`src/rtl/jsu_pkg.sv`:
```
// Shared types and constants for the JSON string unescape block.
// Used by the front decoder, the job queue, the back serialiser and the top level.
`default_nettype none
package jsu_pkg;

    localparam int unsigned MAX_LEN = 4096;
    localparam int unsigned QDEPTH  = 4;

    localparam logic [2:0] E_NONE     = 3'd0;
    localparam logic [2:0] E_ESCAPE   = 3'd1;
    localparam logic [2:0] E_HEX      = 3'd2;
    localparam logic [2:0] E_SURR     = 3'd3;
    localparam logic [2:0] E_OVERFLOW = 3'd4;
    localparam logic [2:0] E_CONTROL  = 3'd5;
    localparam logic [2:0] E_TEXT     = 3'd6;
    localparam logic [2:0] E_CUT      = 3'd7;

    localparam logic [0:0] OP_BYTE = 1'b0;
    localparam logic [0:0] OP_END  = 1'b1;

    typedef struct packed {
        logic            is_done;
        logic [2:0]      n;
        logic [3:0][7:0] b;
        logic            ok;
        logic [2:0]      cause;
        logic [12:0]     len;
    } t_job;

endpackage
`default_nettype wire

```
`src/rtl/jsu_front.sv`:
```
// Front decoder: accepts body bytes, decodes escapes, runs the UTF-8 text check
// and pushes a job for each item that yields bytes and for the end item. Depends on jsu_pkg.
`default_nettype none
module jsu_front (
    input  wire               i_clk,
    input  wire               i_rst_n,
    input  wire               i_valid,
    output logic              o_ready,
    input  wire               i_opcode,
    input  wire  [7:0]        i_byte,
    input  wire  [12:0]       i_capacity,
    input  wire               i_allow_ws,
    input  wire               i_q_full,
    output logic              o_push,
    output jsu_pkg::t_job     o_job
);
    import jsu_pkg::*;

    typedef enum logic [11:0] {
        P_TEXT = 12'b000000000001,
        P_ESC  = 12'b000000000010,
        P_U1   = 12'b000000000100,
        P_U2   = 12'b000000001000,
        P_U3   = 12'b000000010000,
        P_U4   = 12'b000000100000,
        P_HI   = 12'b000001000000,
        P_BS   = 12'b000010000000,
        P_L1   = 12'b000100000000,
        P_L2   = 12'b001000000000,
        P_L3   = 12'b010000000000,
        P_L4   = 12'b100000000000
    } t_phase;

    t_phase      r_phase, n_phase;
    logic [15:0] r_hex, n_hex;
    logic [9:0]  r_high, n_high;
    logic [12:0] r_count, n_count;
    logic [1:0]  r_pend, n_pend;
    logic [20:0] r_code, n_code;
    logic [1:0]  r_extra, n_extra;
    logic [2:0]  r_err, n_err;

    logic        accept;
    logic [13:0] limit;
    logic [4:0]  hexd;
    logic [15:0] hexn;
    logic [20:0] cp;
    logic        do_emit;
    logic [3:0][7:0] eb;
    logic [2:0]  en;
    logic        stop;
    logic [2:0]  k;
    logic [7:0]  cb;
    logic [20:0] fl;
    logic        good;
    logic [2:0]  cause;

    assign o_ready = !i_q_full;
    assign accept  = i_valid && o_ready;
    assign limit   = (i_capacity > 13'(MAX_LEN)) ? 14'(MAX_LEN) : {1'b0, i_capacity};

    always_comb begin
        if (i_byte >= 8'h30 && i_byte <= 8'h39)      hexd = {1'b1, i_byte[3:0]};
        else if ((i_byte >= 8'h61 && i_byte <= 8'h66) || (i_byte >= 8'h41 && i_byte <= 8'h46))
            hexd = {1'b1, i_byte[3:0] + 4'd9};
        else                                         hexd = 5'd0;
    end
    assign hexn = {r_hex[11:0], hexd[3:0]};

    always_comb begin
        n_phase = r_phase; n_hex = r_hex; n_high = r_high; n_count = r_count;
        n_pend = r_pend; n_code = r_code; n_extra = r_extra; n_err = r_err;
        do_emit = 1'b0; eb = '0; en = 3'd0; cp = 21'd0;
        o_push = 1'b0; o_job = '0; stop = 1'b0; k = 3'd0; cb = 8'd0;
        fl = 21'd0; good = 1'b0; cause = r_err;
        if (accept) begin
            if (i_opcode == OP_END) begin
                if (cause == E_NONE) begin
                    if (r_phase == P_HI)        cause = E_SURR;
                    else if (r_phase != P_TEXT) cause = E_CUT;
                    else if (r_pend != 2'd0)    cause = E_TEXT;
                end
                o_push = 1'b1;
                o_job.is_done = 1'b1;
                o_job.ok = (cause == E_NONE);
                o_job.cause = cause;
                o_job.len = r_count;
                n_phase = P_TEXT; n_hex = '0; n_high = '0; n_count = '0;
                n_pend = '0; n_code = '0; n_extra = '0; n_err = E_NONE;
            end else if (r_err == E_NONE) begin
                if (r_phase == P_ESC) begin
                    n_phase = P_TEXT;
                    do_emit = 1'b1; en = 3'd1;
                    case (i_byte)
                        8'h22, 8'h5C, 8'h2F: eb[0] = i_byte;
                        8'h62: eb[0] = 8'h08;
                        8'h66: eb[0] = 8'h0C;
                        8'h6E: eb[0] = 8'h0A;
                        8'h72: eb[0] = 8'h0D;
                        8'h74: eb[0] = 8'h09;
                        8'h75: begin
                            do_emit = 1'b0; n_phase = P_U1; n_hex = '0;
                        end
                        default: begin
                            do_emit = 1'b0; n_phase = r_phase; n_err = E_ESCAPE;
                        end
                    endcase
                end else if (i_byte < 8'h20) begin
                    n_err = E_CONTROL;
                end else begin
                    unique case (r_phase)
                        P_TEXT: begin
                            if (i_byte == 8'h5C) n_phase = P_ESC;
                            else begin
                                do_emit = 1'b1; en = 3'd1; eb[0] = i_byte;
                            end
                        end
                        P_HI: begin
                            if (i_byte != 8'h5C) n_err = E_SURR;
                            else                 n_phase = P_BS;
                        end
                        P_BS: begin
                            if (i_byte != 8'h75) n_err = E_SURR;
                            else begin
                                n_phase = P_L1; n_hex = '0;
                            end
                        end
                        P_U1, P_U2, P_U3, P_L1, P_L2, P_L3: begin
                            if (!hexd[4]) n_err = E_HEX;
                            else begin
                                n_hex = hexn;
                                n_phase = t_phase'({r_phase[10:0], 1'b0});
                            end
                        end
                        P_U4: begin
                            if (!hexd[4]) n_err = E_HEX;
                            else begin
                                n_hex = hexn;
                                if (hexn >= 16'hD800 && hexn <= 16'hDBFF) begin
                                    n_high = hexn[9:0]; n_phase = P_HI;
                                end else if (hexn >= 16'hDC00 && hexn <= 16'hDFFF) begin
                                    n_err = E_SURR;
                                end else begin
                                    n_phase = P_TEXT; do_emit = 1'b1; cp = {5'd0, hexn};
                                end
                            end
                        end
                        P_L4: begin
                            if (!hexd[4]) n_err = E_HEX;
                            else begin
                                n_hex = hexn;
                                if (hexn < 16'hDC00 || hexn > 16'hDFFF) n_err = E_SURR;
                                else begin
                                    n_phase = P_TEXT; do_emit = 1'b1;
                                    cp = 21'h10000 + {1'b0, r_high, hexn[9:0]};
                                end
                            end
                        end
                        default: n_phase = P_TEXT;
                    endcase
                    if (do_emit && en == 3'd0) begin
                        if (cp < 21'h80) begin
                            eb[0] = cp[7:0]; en = 3'd1;
                        end else if (cp < 21'h800) begin
                            eb[0] = {3'b110, cp[10:6]}; eb[1] = {2'b10, cp[5:0]}; en = 3'd2;
                        end else if (cp < 21'h10000) begin
                            eb[0] = {4'b1110, cp[15:12]}; eb[1] = {2'b10, cp[11:6]};
                            eb[2] = {2'b10, cp[5:0]}; en = 3'd3;
                        end else begin
                            eb[0] = {5'b11110, cp[20:18]}; eb[1] = {2'b10, cp[17:12]};
                            eb[2] = {2'b10, cp[11:6]}; eb[3] = {2'b10, cp[5:0]}; en = 3'd4;
                        end
                    end
                end
                if (do_emit) begin
                    if ({1'b0, r_count} + 14'(en) > limit) begin
                        n_err = E_OVERFLOW;
                    end else begin
                        for (int i = 0; i < 4; i++) begin
                            if (!stop && 3'(i) < en) begin
                                cb = eb[i];
                                good = 1'b0;
                                if (cb[7:6] == 2'b10) begin
                                    if (n_pend != 2'd0) begin
                                        n_code = {n_code[14:0], cb[5:0]};
                                        n_pend = n_pend - 2'd1;
                                        if (n_pend != 2'd0) good = 1'b1;
                                        else begin
                                            fl = (n_extra == 2'd1) ? 21'h80 :
                                                 (n_extra == 2'd2) ? 21'h800 : 21'h10000;
                                            good = !(n_code < fl || n_code > 21'h10FFFF ||
                                                     (n_code >= 21'hD800 && n_code <= 21'hDFFF));
                                        end
                                    end
                                end else if (n_pend == 2'd0) begin
                                    if (!cb[7]) begin
                                        good = (cb >= 8'h20 && cb != 8'h7F) ||
                                               (i_allow_ws &&
                                                (cb == 8'h09 || cb == 8'h0A || cb == 8'h0D));
                                    end else if (cb[7:5] == 3'b110) begin
                                        n_extra = 2'd1; n_code = {16'd0, cb[4:0]};
                                        n_pend = 2'd1; good = 1'b1;
                                    end else if (cb[7:4] == 4'b1110) begin
                                        n_extra = 2'd2; n_code = {17'd0, cb[3:0]};
                                        n_pend = 2'd2; good = 1'b1;
                                    end else if (cb[7:3] == 5'b11110) begin
                                        n_extra = 2'd3; n_code = {18'd0, cb[2:0]};
                                        n_pend = 2'd3; good = 1'b1;
                                    end
                                end
                                if (!good) begin
                                    stop = 1'b1; n_err = E_TEXT;
                                end else begin
                                    k = k + 3'd1;
                                end
                            end
                        end
                        n_count = r_count + 13'(k);
                        if (k != 3'd0) begin
                            o_push = 1'b1;
                            o_job.n = k;
                            o_job.b = eb;
                        end
                    end
                end
            end
        end
    end

    always_ff @(posedge i_clk) begin
        if (!i_rst_n) begin
            r_phase <= P_TEXT; r_hex <= '0; r_high <= '0; r_count <= '0;
            r_pend <= '0; r_code <= '0; r_extra <= '0; r_err <= E_NONE;
        end else begin
            r_phase <= n_phase; r_hex <= n_hex; r_high <= n_high; r_count <= n_count;
            r_pend <= n_pend; r_code <= n_code; r_extra <= n_extra; r_err <= n_err;
        end
    end
endmodule
`default_nettype wire

```
`src/rtl/jsu_queue.sv`:
```
// Job queue between the front decoder and the back serialiser.
// Depends on jsu_pkg for the job type and depth.
`default_nettype none
module jsu_queue (
    input  wire               i_clk,
    input  wire               i_rst_n,
    input  wire               i_push,
    input  jsu_pkg::t_job     i_job,
    output logic              o_full,
    input  wire               i_pop,
    output logic              o_empty,
    output jsu_pkg::t_job     o_job
);
    import jsu_pkg::*;

    localparam int unsigned AW = $clog2(QDEPTH);

    t_job          r_mem [QDEPTH];
    logic [AW-1:0] r_wr, r_rd;
    logic [AW:0]   r_cnt;
    logic          do_push, do_pop;

    assign o_full  = (r_cnt == (AW+1)'(QDEPTH));
    assign o_empty = (r_cnt == '0);
    assign o_job   = r_mem[r_rd];
    assign do_push = i_push && !o_full;
    assign do_pop  = i_pop && !o_empty;

    always_ff @(posedge i_clk) begin
        if (do_push) r_mem[r_wr] <= i_job;
    end

    always_ff @(posedge i_clk) begin
        if (!i_rst_n) begin
            r_wr <= '0; r_rd <= '0; r_cnt <= '0;
        end else begin
            if (do_push) r_wr <= r_wr + AW'(1);
            if (do_pop)  r_rd <= r_rd + AW'(1);
            r_cnt <= r_cnt + (AW+1)'(do_push) - (AW+1)'(do_pop);
        end
    end
endmodule
`default_nettype wire

```
`src/rtl/jsu_back.sv`:
```
// Back serialiser: takes jobs from the queue and sends one result item a cycle
// through an output register while i_tready is high and a job waits. Depends on jsu_pkg.
`default_nettype none
module jsu_back (
    input  wire               i_clk,
    input  wire               i_rst_n,
    input  wire               i_empty,
    input  jsu_pkg::t_job     i_job,
    output logic              o_pop,
    output logic              o_tvalid,
    input  wire               i_tready,
    output logic [31:0]       o_tdata,
    output logic              o_tuser,
    output logic              o_tlast
);
    import jsu_pkg::*;

    logic        r_valid;
    logic [1:0]  r_idx;
    logic [31:0] r_data;
    logic        r_user, r_last;
    logic        load, last_of_job;

    assign load        = !i_empty && (!r_valid || i_tready);
    assign last_of_job = i_job.is_done || ({1'b0, r_idx} + 3'd1 == i_job.n);
    assign o_pop       = load && last_of_job;
    assign o_tvalid    = r_valid;
    assign o_tdata     = r_data;
    assign o_tuser     = r_user;
    assign o_tlast     = r_last;

    always_ff @(posedge i_clk) begin
        if (!i_rst_n) begin
            r_valid <= 1'b0; r_idx <= '0;
        end else begin
            if (load)           r_valid <= 1'b1;
            else if (i_tready)  r_valid <= 1'b0;
            if (load) r_idx <= last_of_job ? 2'd0 : r_idx + 2'd1;
        end
    end

    always_ff @(posedge i_clk) begin
        if (load) begin
            if (i_job.is_done) begin
                r_data <= {7'd0, i_job.len, i_job.cause, i_job.ok, 8'd0};
                r_user <= 1'b0; r_last <= 1'b1;
            end else begin
                r_data <= {24'd0, i_job.b[r_idx]};
                r_user <= 1'b1; r_last <= 1'b0;
            end
        end
    end
endmodule
`default_nettype wire

```
`src/rtl/json_string_unescape_utf8_check.sv`:
```
// JSON string body decoder with UTF-8 check: top level with the APB register port.
// Instantiates jsu_front, jsu_queue and jsu_back; depends on jsu_pkg.
//
// Input stream: one item per body byte, tuser = 0 and tdata = the byte; an item
// with tuser = 1 ends the string. Output stream: one item per decoded byte
// (tuser = 1), then one status item (tuser = 0, tlast = 1) with ok, cause and
// length. A byte produces up to four output items.
// Path: the decoder pushes each job into the queue, and the back serialiser loads it into the output register.
// Throughput: one input item a cycle while the four-job queue has room; the
// output side sends one item a cycle while m_tready is high, so a four-byte
// code point occupies the output register for four items and the queue absorbs the burst.
// Reset: decoder state clears, capacity returns to 4096, whitespace allowed.
// Output stall: the output register holds its item; the queue fills, then
// s_tready drops until the queue has room again.
// Registers: 0x0 output_capacity[12:0], 0x4 allow_whitespace[0]. Write only
// while idle.
`default_nettype none
module json_string_unescape_utf8_check (
    input  wire         i_clk,
    input  wire         i_rst_n,
    input  wire         s_tvalid,
    output logic        s_tready,
    input  wire  [7:0]  s_tdata,   // in_byte[7:0]
    input  wire         s_tuser,   // opcode
    output logic        m_tvalid,
    input  wire         m_tready,
    output logic [31:0] m_tdata,   // out_byte[7:0], ok[8], error_cause[11:9], out_length[24:12]
    output logic        m_tuser,   // byte_valid
    output logic        m_tlast,   // done_res
    input  wire         psel,
    input  wire         penable,
    input  wire         pwrite,
    input  wire  [2:0]  paddr,
    input  wire  [31:0] pwdata,
    output logic [31:0] prdata,
    output logic        pready
);
    import jsu_pkg::*;

    logic [12:0] r_cap;
    logic        r_ws;
    logic        full, empty, push, pop;
    t_job        fjob, qjob;

    assign pready = 1'b1;
    assign prdata = paddr[2] ? {31'd0, r_ws} : {19'd0, r_cap};

    always_ff @(posedge i_clk) begin
        if (!i_rst_n) begin
            r_cap <= 13'd4096; r_ws <= 1'b1;
        end else if (psel && penable && pwrite) begin
            if (paddr[2]) r_ws <= pwdata[0];
            else          r_cap <= pwdata[12:0];
        end
    end

    jsu_front u_front (
        .i_clk(i_clk), .i_rst_n(i_rst_n),
        .i_valid(s_tvalid), .o_ready(s_tready),
        .i_opcode(s_tuser), .i_byte(s_tdata),
        .i_capacity(r_cap), .i_allow_ws(r_ws),
        .i_q_full(full), .o_push(push), .o_job(fjob)
    );

    jsu_queue u_queue (
        .i_clk(i_clk), .i_rst_n(i_rst_n),
        .i_push(push), .i_job(fjob), .o_full(full),
        .i_pop(pop), .o_empty(empty), .o_job(qjob)
    );

    jsu_back u_back (
        .i_clk(i_clk), .i_rst_n(i_rst_n),
        .i_empty(empty), .i_job(qjob), .o_pop(pop),
        .o_tvalid(m_tvalid), .i_tready(m_tready),
        .o_tdata(m_tdata), .o_tuser(m_tuser), .o_tlast(m_tlast)
    );
endmodule
`default_nettype wire
```
`config.mk`:
```
export PLATFORM = sky130hd
export DESIGN_NAME = json_string_unescape_utf8_check
export DESIGN_NICKNAME = d
export VERILOG_FILES = /design/src/rtl/jsu_pkg.sv /design/src/rtl/jsu_front.sv /design/src/rtl/jsu_queue.sv /design/src/rtl/jsu_back.sv /design/src/rtl/json_string_unescape_utf8_check.sv
export SDC_FILE = /design/constraint.sdc
export NUM_CORES = 1
export LEC_CHECK = 0
export BUFFER_PORTS_ARGS = -buffer_cell sky130_fd_sc_hd__clkbuf_2
export CAP_MARGIN = 25
export CORE_UTILIZATION = 25
export CTS_BUF_LIST = sky130_fd_sc_hd__clkbuf_2 sky130_fd_sc_hd__clkbuf_4 sky130_fd_sc_hd__clkbuf_8
export DETAILED_ROUTE_END_ITERATION = 10
export PLACE_DENSITY = 0.46
export RECOVER_POWER = 25
export SYNTH_ARGS = -nofsm -noshare
export SYNTH_HDL_FRONTEND = slang
export SYNTH_HIERARCHICAL = 1
export SYNTH_SLANG_ARGS = --single-unit
export TNS_END_PERCENT = 30
```
`constraint.sdc`:
```
create_clock -name i_clk -period 22.2 [get_ports i_clk]
set_clock_uncertainty 0.2 [all_clocks]
set_input_delay 1.11 -clock i_clk [delete_from_list [all_inputs] [get_ports i_clk]]
set_output_delay 1.11 -clock i_clk [all_outputs]
set_load 0.05 [all_outputs]
```
==> run summary, run 1 <==
The slack of the worst reg-to-reg path came out at 11.94 ns. The clock root buffer is clkbuf_8. The synthesized netlist cell count is 1910. The insertion delay of the later-clocked pin in the worst-skew pair is 0.68 ns. TritonCTS built the clock tree. The synthesized design spends more area on one cell type than any other, namely edfxtp_1. The area used by multi-input combinational logic came out at 9950 sq um. The number of warnings printed during yosys synthesis came out at 6. The final max-slew violation count was 144. The startpoint identified for the worst hold timing path is r_cap[2]. The worst hold path passes through 2 cells.

The final core utilization came out at 0.285. For this block, the initial DRC count from the detailed router was 1349. The total wire length is 68000 um. After global routing the overflow that remains totals 0.

The final cycle utilization of the critical path came out at 0.462. Counting flops with an async set or reset pin after synthesis yields a share of 0. The detail route stage leaves a number of antenna-violating nets equal to 0. The leakage power figure is 7.73 nW. The run finished, with violations left.

The worst hold endpoint is r_cap[2]. The met3 demand-to-capacity share in global routing came out at 0.0297. The post-synthesis register bit count came out at 334. The synthesis-to-layout area growth is 12.8%. The sum of negative setup slack came out at 0 ns. The length in cells of the worst reg-to-reg path came out at 29. The path class of the tightest hold or removal check is flop to flop. Yosys attributes the largest share of cell area to edfxtp_1, dfxtp_1, mux4_2.

Of the post-synthesis cell area, the dominant cell type holds 0.359. The tool flagged a number of max-cap violations equal to 2. The transition at the pin with the smallest max-transition slack is 3.65 ns. The pin count of the biggest net entering global routing came out at 90.

In this run the critical register-to-register path is launched from u_front/r_phase[9]. The highest achievable clock rate came out at 0.0974 GHz. The number of I/O pins is 120. The worst vdd rail ir drop came out at 0.0449 mV.

Counting the buffers created by CTS gives 61. The highest net fanout along the worst path came out at 29. The routing usage on met1 came out at 0.226.

The DRC violations left came out at 0. The total vias in the final route is 15852. Leaving out fill and tap cells, the most frequent cells in the layout are edfxtp_1, nand2_1, nor2_1.

The worst hold-check slack came out at 0.278 ns. The nature of the critical path endpoint is a flop. The floorplan die area is 81000 sq um.

The cell area after synthesis came out at 20000 sq um. The average wire per cell in the routed design is 22.2 um. The hold violation total from the final report is 0. After synthesis, the netlist uses 115 different library cells. After clock tree synthesis, the clock-pin slew on the worst setup and hold paths is 0.06 ns.

The sequential cells in the finished layout cover a total of 9080 sq um. The count of filler cells inserted in the layout is 8267. The setup path with the least slack is of type flop to flop. The cell with the largest stage delay on the worst path is or4_1. By instance count, the cell type seen most on the critical path is ha_1. The count of port buffers added during placement came out at 71.

The number of buffers inserted for hold repair after clock tree synthesis came out at 0. The maximum buffer depth of the clock tree came out at 3. The height of the die is 285 um. In the synthesized netlist the dominant register cell turns out to be edfxtp_1.

The number of cell rows came out at 103. The final HPWL from detailed placement is 49000 um. The arrival time of the worst setup path came out at 10.36 ns. The last weighted congestion value of the routability-driven placer is 0.905.

The total area inside the core boundary comes to 79000 sq um. The number of gates given a new drive strength after cts is 0. For this run, the detailed router's first-pass iteration total came to 5. The number of antenna violations at the first check in global routing is 4. The power density over the cells came out at 88.5 nW/um^2.

Setup repair after global routing left no endpoint under its margin. In this run the critical register-to-register path is captured at u_queue/r_mem[2][47]. The cell area after placement is 21300 sq um. The synthesized design contains 239 enable-type register cells. The via count of the first global-routing pass came out at 15624. The met2 demand-to-capacity share in global routing came out at 0.256. The CTS sink count came out at 334. The maximum level of the CTS H-tree came out at 2. The fraction of layout cells with a size suffix above 1 is 0.161. Post-CTS timing repair inserted 0 buffers for setup. The sequential fraction of the synthesis area came out at 0.454. The number of setup violations in the final report came out at 0. The global-route wire length before repair came out at 102000 um.

The worst path required time is 22.30 ns. The final standard cell area without fillers is 22500 sq um. The highest cell delay on the worst timing path is 0.90 ns. The most common cell after layout, fill and taps aside is edfxtp_1.

From left edge to right edge, the die measures 285 um. The most congested layer reported by global routing is met2. Using the TritonRoute via totals, the vias-per-cell ratio works out to 5.17.

The time the final worst path needs with I/O delays and setup came out at 10.26 ns. The overall global routing resource usage came out at 0.165. Measured against its own limit, the worst slew margin works out to -1.43.

The average footprint of a synthesized cell came out at 10.5 sq um. The final reports fail on capacitance limit, slew limit. The starting density of the core came out at 0.253. STA classifies the critical path startpoint as a flop.

After the last flow step, the layout net total stands at 2064.
[per-stage QoR]
step           setup slack, ns  total power, mW  cells
2_1_floorplan            12.51             1.25   1936
3_3_place_gp             10.99             1.40   2947
3_5_place_dp             10.82             1.41   2948
4_1_cts                  11.30             2.04   3064
5_1_grt                  11.30             2.10   3066
6_report                 11.94             1.99   3066
[power breakdown]
group	leakage (nW)	switching, mW	internal, mW
combinational	3.89	0.375	0.179
sequential	3.13	0.0409	0.780
clock	0.705	0.267	0.353
total	7.73	0.683	1.31
[registers in the layout, summed over array words and instances, names as in the netlist, named ones only]
signal           cells
u_queue/r_mem      212
u_back/o_tdata      25
u_front/r_code      15
r_cap               13
u_front/r_count     13
u_front/r_hex       12
u_front/r_phase     12
u_front/r_high      10
u_front/r_err        3
u_queue/r_cnt        3
u_back/r_idx         2
u_front/r_extra      2
u_front/r_pend       2
u_queue/r_rd         2
u_queue/r_wr         2
r_ws                 1
u_back/o_tlast       1
u_back/o_tuser       1
u_back/o_tvalid      1
[critical path, delay by kind of cell, from the launching register on]
kind	cells	cell delay [ns]
compound gates	11	3.08
fa+ha+maj	5	1.34
buf+inv	2	0.65
flops	1	0.38
mux	1	0.17
simple gates	10	4.02
[worst max path at each step]
stage | from | endpoint | slack [ns] | depth (start not counted)
global placement | s_tdata[0] | u_queue/r_cnt[2] | 10.99 | 39
CTS | u_front/r_phase[9] | u_queue/r_cnt[2] | 11.30 | 34
finish | u_front/r_phase[9] | u_queue/r_mem[2][47] | 11.94 | 29
global route | u_front/r_phase[2] | u_queue/r_mem[2][43] | 11.30 | 29
detailed placement | s_tdata[0] | u_queue/r_cnt[2] | 10.82 | 39
floorplan | s_tdata[0] | u_queue/r_cnt[2] | 12.51 | 42
[metal layers]
layer / wire length [um] / share of wire / vias up
li1: - / - / 7296
met1: 31200 / 0.46 / 7847
met2: 30200 / 0.44 / 542
met3: 4060 / 0.060 / 163
met4: 2640 / 0.039 / 4
met5: 23 / 0.00034 / -
[cell families after synthesis]
kind of cell / synth area share
AND/OR/NAND/NOR: 0.196
AO/OA/AOI/OAI: 0.157
flip-flops: 0.454
buffers and inverters: 0.0530
multiplexers: 0.0920
adder cells (fa/ha/maj): 0.0331
XOR/XNOR: 0.0135
other: 0.000751
[area by class of cell]
cell class / count / area share
well taps: 1050 / 0.0583
diodes: 1 / 0.000111
flip-flops and latches: 334 / 0.403
clock buffers: 100 / 0.0528
multi-input cells: 1396 / 0.442
clock inverters: 16 / 0.00622
inverters: 50 / 0.00833
repair buffers: 119 / 0.0295
[Yosys cell counts, drive strengths merged (10+ instances only)]
library cell / number
mux4: 61
a211oi: 22
and3: 29
nor2: 126
a22oi: 17
or2: 13
dfxtp: 95
or3: 11
nand3: 80
a21oi: 95
nand2: 185
nor4b: 10
clkbuf: 85
nand4: 16
edfxtp: 239
nor2b: 51
xor2: 13
mux2: 12
and2: 59
ha: 48
nor3: 80
o21ai: 76
nor4: 32
xnor2: 17
mux2i: 31
a31oi: 19
nor3b: 14
nand2b: 13
a21o: 17
a21boi: 33
buf: 71
o211ai: 15
inv: 50
No activity file was read; power rests on OpenSTA's default activity.
==> run 2: changes to the inputs <==
==> constraint.sdc (replaced) <==
create_clock -name i_clk -period 10.3 [get_ports i_clk]
set_clock_uncertainty 0.2 [all_clocks]
set_input_delay 0.515 -clock i_clk [delete_from_list [all_inputs] [get_ports i_clk]]
set_output_delay 0.515 -clock i_clk [all_outputs]
set_load 0.05 [all_outputs]
==> run summary, run 2 (synthesis results as in run 1) <==
The placed cell count is 2967. The number of cell rows came out at 103. The highest net fanout along the worst path is 14. The average wire per cell in the routed design is 22.4 um. The clock input transition at the sequential cells of the worst setup and hold paths came out at 0.06 ns. The cell sitting at the root of the clock tree is a clkbuf_8. The critical path class is flop to flop. The largest single stage delay on the critical path is 0.84 ns. The time the final worst path needs with I/O delays and setup is 9.62 ns. The final cycle utilization of the critical path came out at 0.934. Setup repair after global routing left no endpoint under its margin. For this run, the top clock speed supported by timing is 0.104 GHz. The clock passes through at most 3 buffers. The total power draw is 4.32 mW. The worst hold path terminates at u_back/r_idx[1].

Detailed routing inserted a total of 16060 vias. The starting density of the core came out at 0.253. Counting instances, the worst hold path has a depth of 4.

The final max-slew violation count was 152. STA puts the critical path data required time at 10.67 ns. Leaving out fill and tap cells, the most frequent cells in the layout are edfxtp_1, nand2_1, nor2_1. The area growth from synthesis to layout is 14.1%. The tightest slew margin relative to the limit is -1.58.

STA classifies the critical path startpoint as a flop. The number of iterations in the first detailed-routing pass came out at 8. The antenna violation net count after detailed routing came out at 0. The cell with the largest stage delay on the worst path is o311ai_1. The power density over the cells is 190 nW/um^2. The worst min-delay path startpoint is m_tready. The via count normalized by instance count is 5.18.

The checks that failed: capacitance limit, slew limit. The CTS sink count is 334. The pin count of the biggest net entering global routing is 98. The flow ran to the end, but the final reports show violations. TritonCTS built the clock tree. The hold violation total from the final report came to 0.

The last weighted congestion value of the routability-driven placer is 0.942. The sum of negative setup slack came out at 0 ns. The global-route wire length before repair is 105000 um. The most frequent cell on the critical path is ha_1. The number of DRC violations after detailed-routing iteration 0 is 1233. The insertion delay of the later-clocked pin in the worst-skew pair is 0.69 ns. The floorplan step defined a core boundary enclosing 79000 sq um. Clock tree synthesis inserted a total of 60 buffers. Data on the critical path arrives at its endpoint at 9.99 ns. For this run, the total global-route usage over all layers was measured as 0.169. The floorplan die area came out at 81000 sq um. The worst-case IR drop observed on VDD is 0.0950 mV. The H-tree was split into 2 levels. The fraction of layout cells with a size suffix above 1 is 0.152. The number of I/O pins is 120.

In this run the horizontal extent of the chip is 285 um. The total wire length is 69600 um. The via count of the first global-routing pass came out at 16110. The transition at the pin with the smallest max-transition slack came out at 3.87 ns. The total congestion overflow is 0.

The nature of the critical path endpoint is a flop. The net total in the final layout is 2098. The count of buffers added on input and output ports is 71. The launching point of the worst reg2reg path is u_front/r_hex[11].

The final HPWL from detailed placement came out at 50200 um. The type of the most critical hold path is input pin to flop. The number of setup violations in the final report is 0. The length in cells of the worst reg-to-reg path is 33. The number of antenna violations at the first check in global routing came out at 3. The final cell count without fillers came out at 3099. The library cell used most frequently in the layout, excluding fill and tap cells, is edfxtp_1.

More flip-flops sit in one register than any other, and that register is u_queue/r_mem. The number of gates given a new drive strength after cts is 0. In this run the critical register-to-register path is captured at u_queue/r_cnt[2]. The number of max-capacitance violations reported came out at 2. The slack of the worst reg-to-reg path is 0.68 ns. The worst hold-check slack is 0.162 ns.

The register with the most flip-flops in the layout has 212 of them. In this run the static leakage power is 7.81 nW. The die is 285 um tall. The DRC violations left came out at 0.
==> run 2: cell count changes in the layout (fill, tap and decap cells not counted), moves of 2 or more <==
| cell | delta |
|---|---|
| buf_12 | +3 |
| buf_4 | +16 |
| bufinv_16 | +4 |
| clkbuf_1 | +13 |
| clkbuf_2 | -13 |
| clkbuf_4 | -23 |
| clkbuf_8 | -7 |
| clkinv_1 | +13 |
| clkinv_2 | +8 |
| clkinv_4 | +2 |
| diode_2 | +2 |
| dlygate4sd3_1 | +17 |
==> run 2: routing by layer <==
metal | share of wire | vias to the layer above | GRT usage
met3 | 0.060 | 114 | 0.0273
met5 | 0 | - | 0
met4 | 0.029 | 0 | 0.0595
met2 | 0.45 | 576 | 0.269
met1 | 0.46 | 7995 | 0.230
li1 | - | 7375 | -
==> run 2: cell type report <==
type	count	area, sq um
Sequential cell	334	9080
Clock buffer	70	920
Clock inverter	42	352
Fill cell	8297	56200
Inverter	50	188
Timing Repair Buffer	154	985
Tap cell	1050	1310
Multi-Input combinational cell	1396	9950
Antenna cell	3	7.51
==> run 2: how the worst max path moves through the flow <==
stage / start / end / slack (ns) / depth (start not counted)
floorplan: s_tdata[0] / u_queue/r_cnt[2] / 1.20 / 42
global placement: s_tdata[0] / u_queue/r_cnt[2] / 0.72 / 39
detailed placement: s_tdata[0] / u_queue/r_cnt[2] / 0.69 / 39
CTS: u_front/r_hex[11] / u_queue/r_cnt[2] / 0.78 / 33
global route: u_front/r_hex[11] / u_queue/r_cnt[2] / 0.18 / 33
finish: u_front/r_hex[11] / u_queue/r_cnt[2] / 0.68 / 33
==> run 2: what timing repair did <==
action                                 in CTS  in global routing
setup buffers                               0                  0
hold buffers                               17                  0
endpoints found under the hold margin      22                  0
==> run 2: critical path: cells and delay by family (launching register included) <==
family          cells  cell delay, ns
compound gates     10            3.34
xor+xnor            2            0.26
fa+ha+maj           8            2.10
buf+inv             3            0.23
flops               1            0.40
mux                 1            0.17
simple gates        9            2.81
==> run 2: stage by stage <==
stage | area, sq um | setup slack [ns] | utilization
2_1_floorplan | 20100 | 1.20 | -
3_3_place_gp | 21400 | 0.720 | 0.271
3_5_place_dp | 21400 | 0.693 | 0.271
4_1_cts | 22900 | 0.783 | 0.290
5_1_grt | 22800 | 0.180 | 0.289
6_report | 22800 | 0.679 | 0.289
==> run 2: power breakdown <==
group          switching [mW]  total, mW  internal [mW]  leakage [nW]
Clock                   0.605       1.33          0.729         0.663
Sequential             0.0857       1.77           1.68          3.13
Combinational           0.822       1.22          0.401          4.01
Total                    1.51       4.32           2.81          7.81
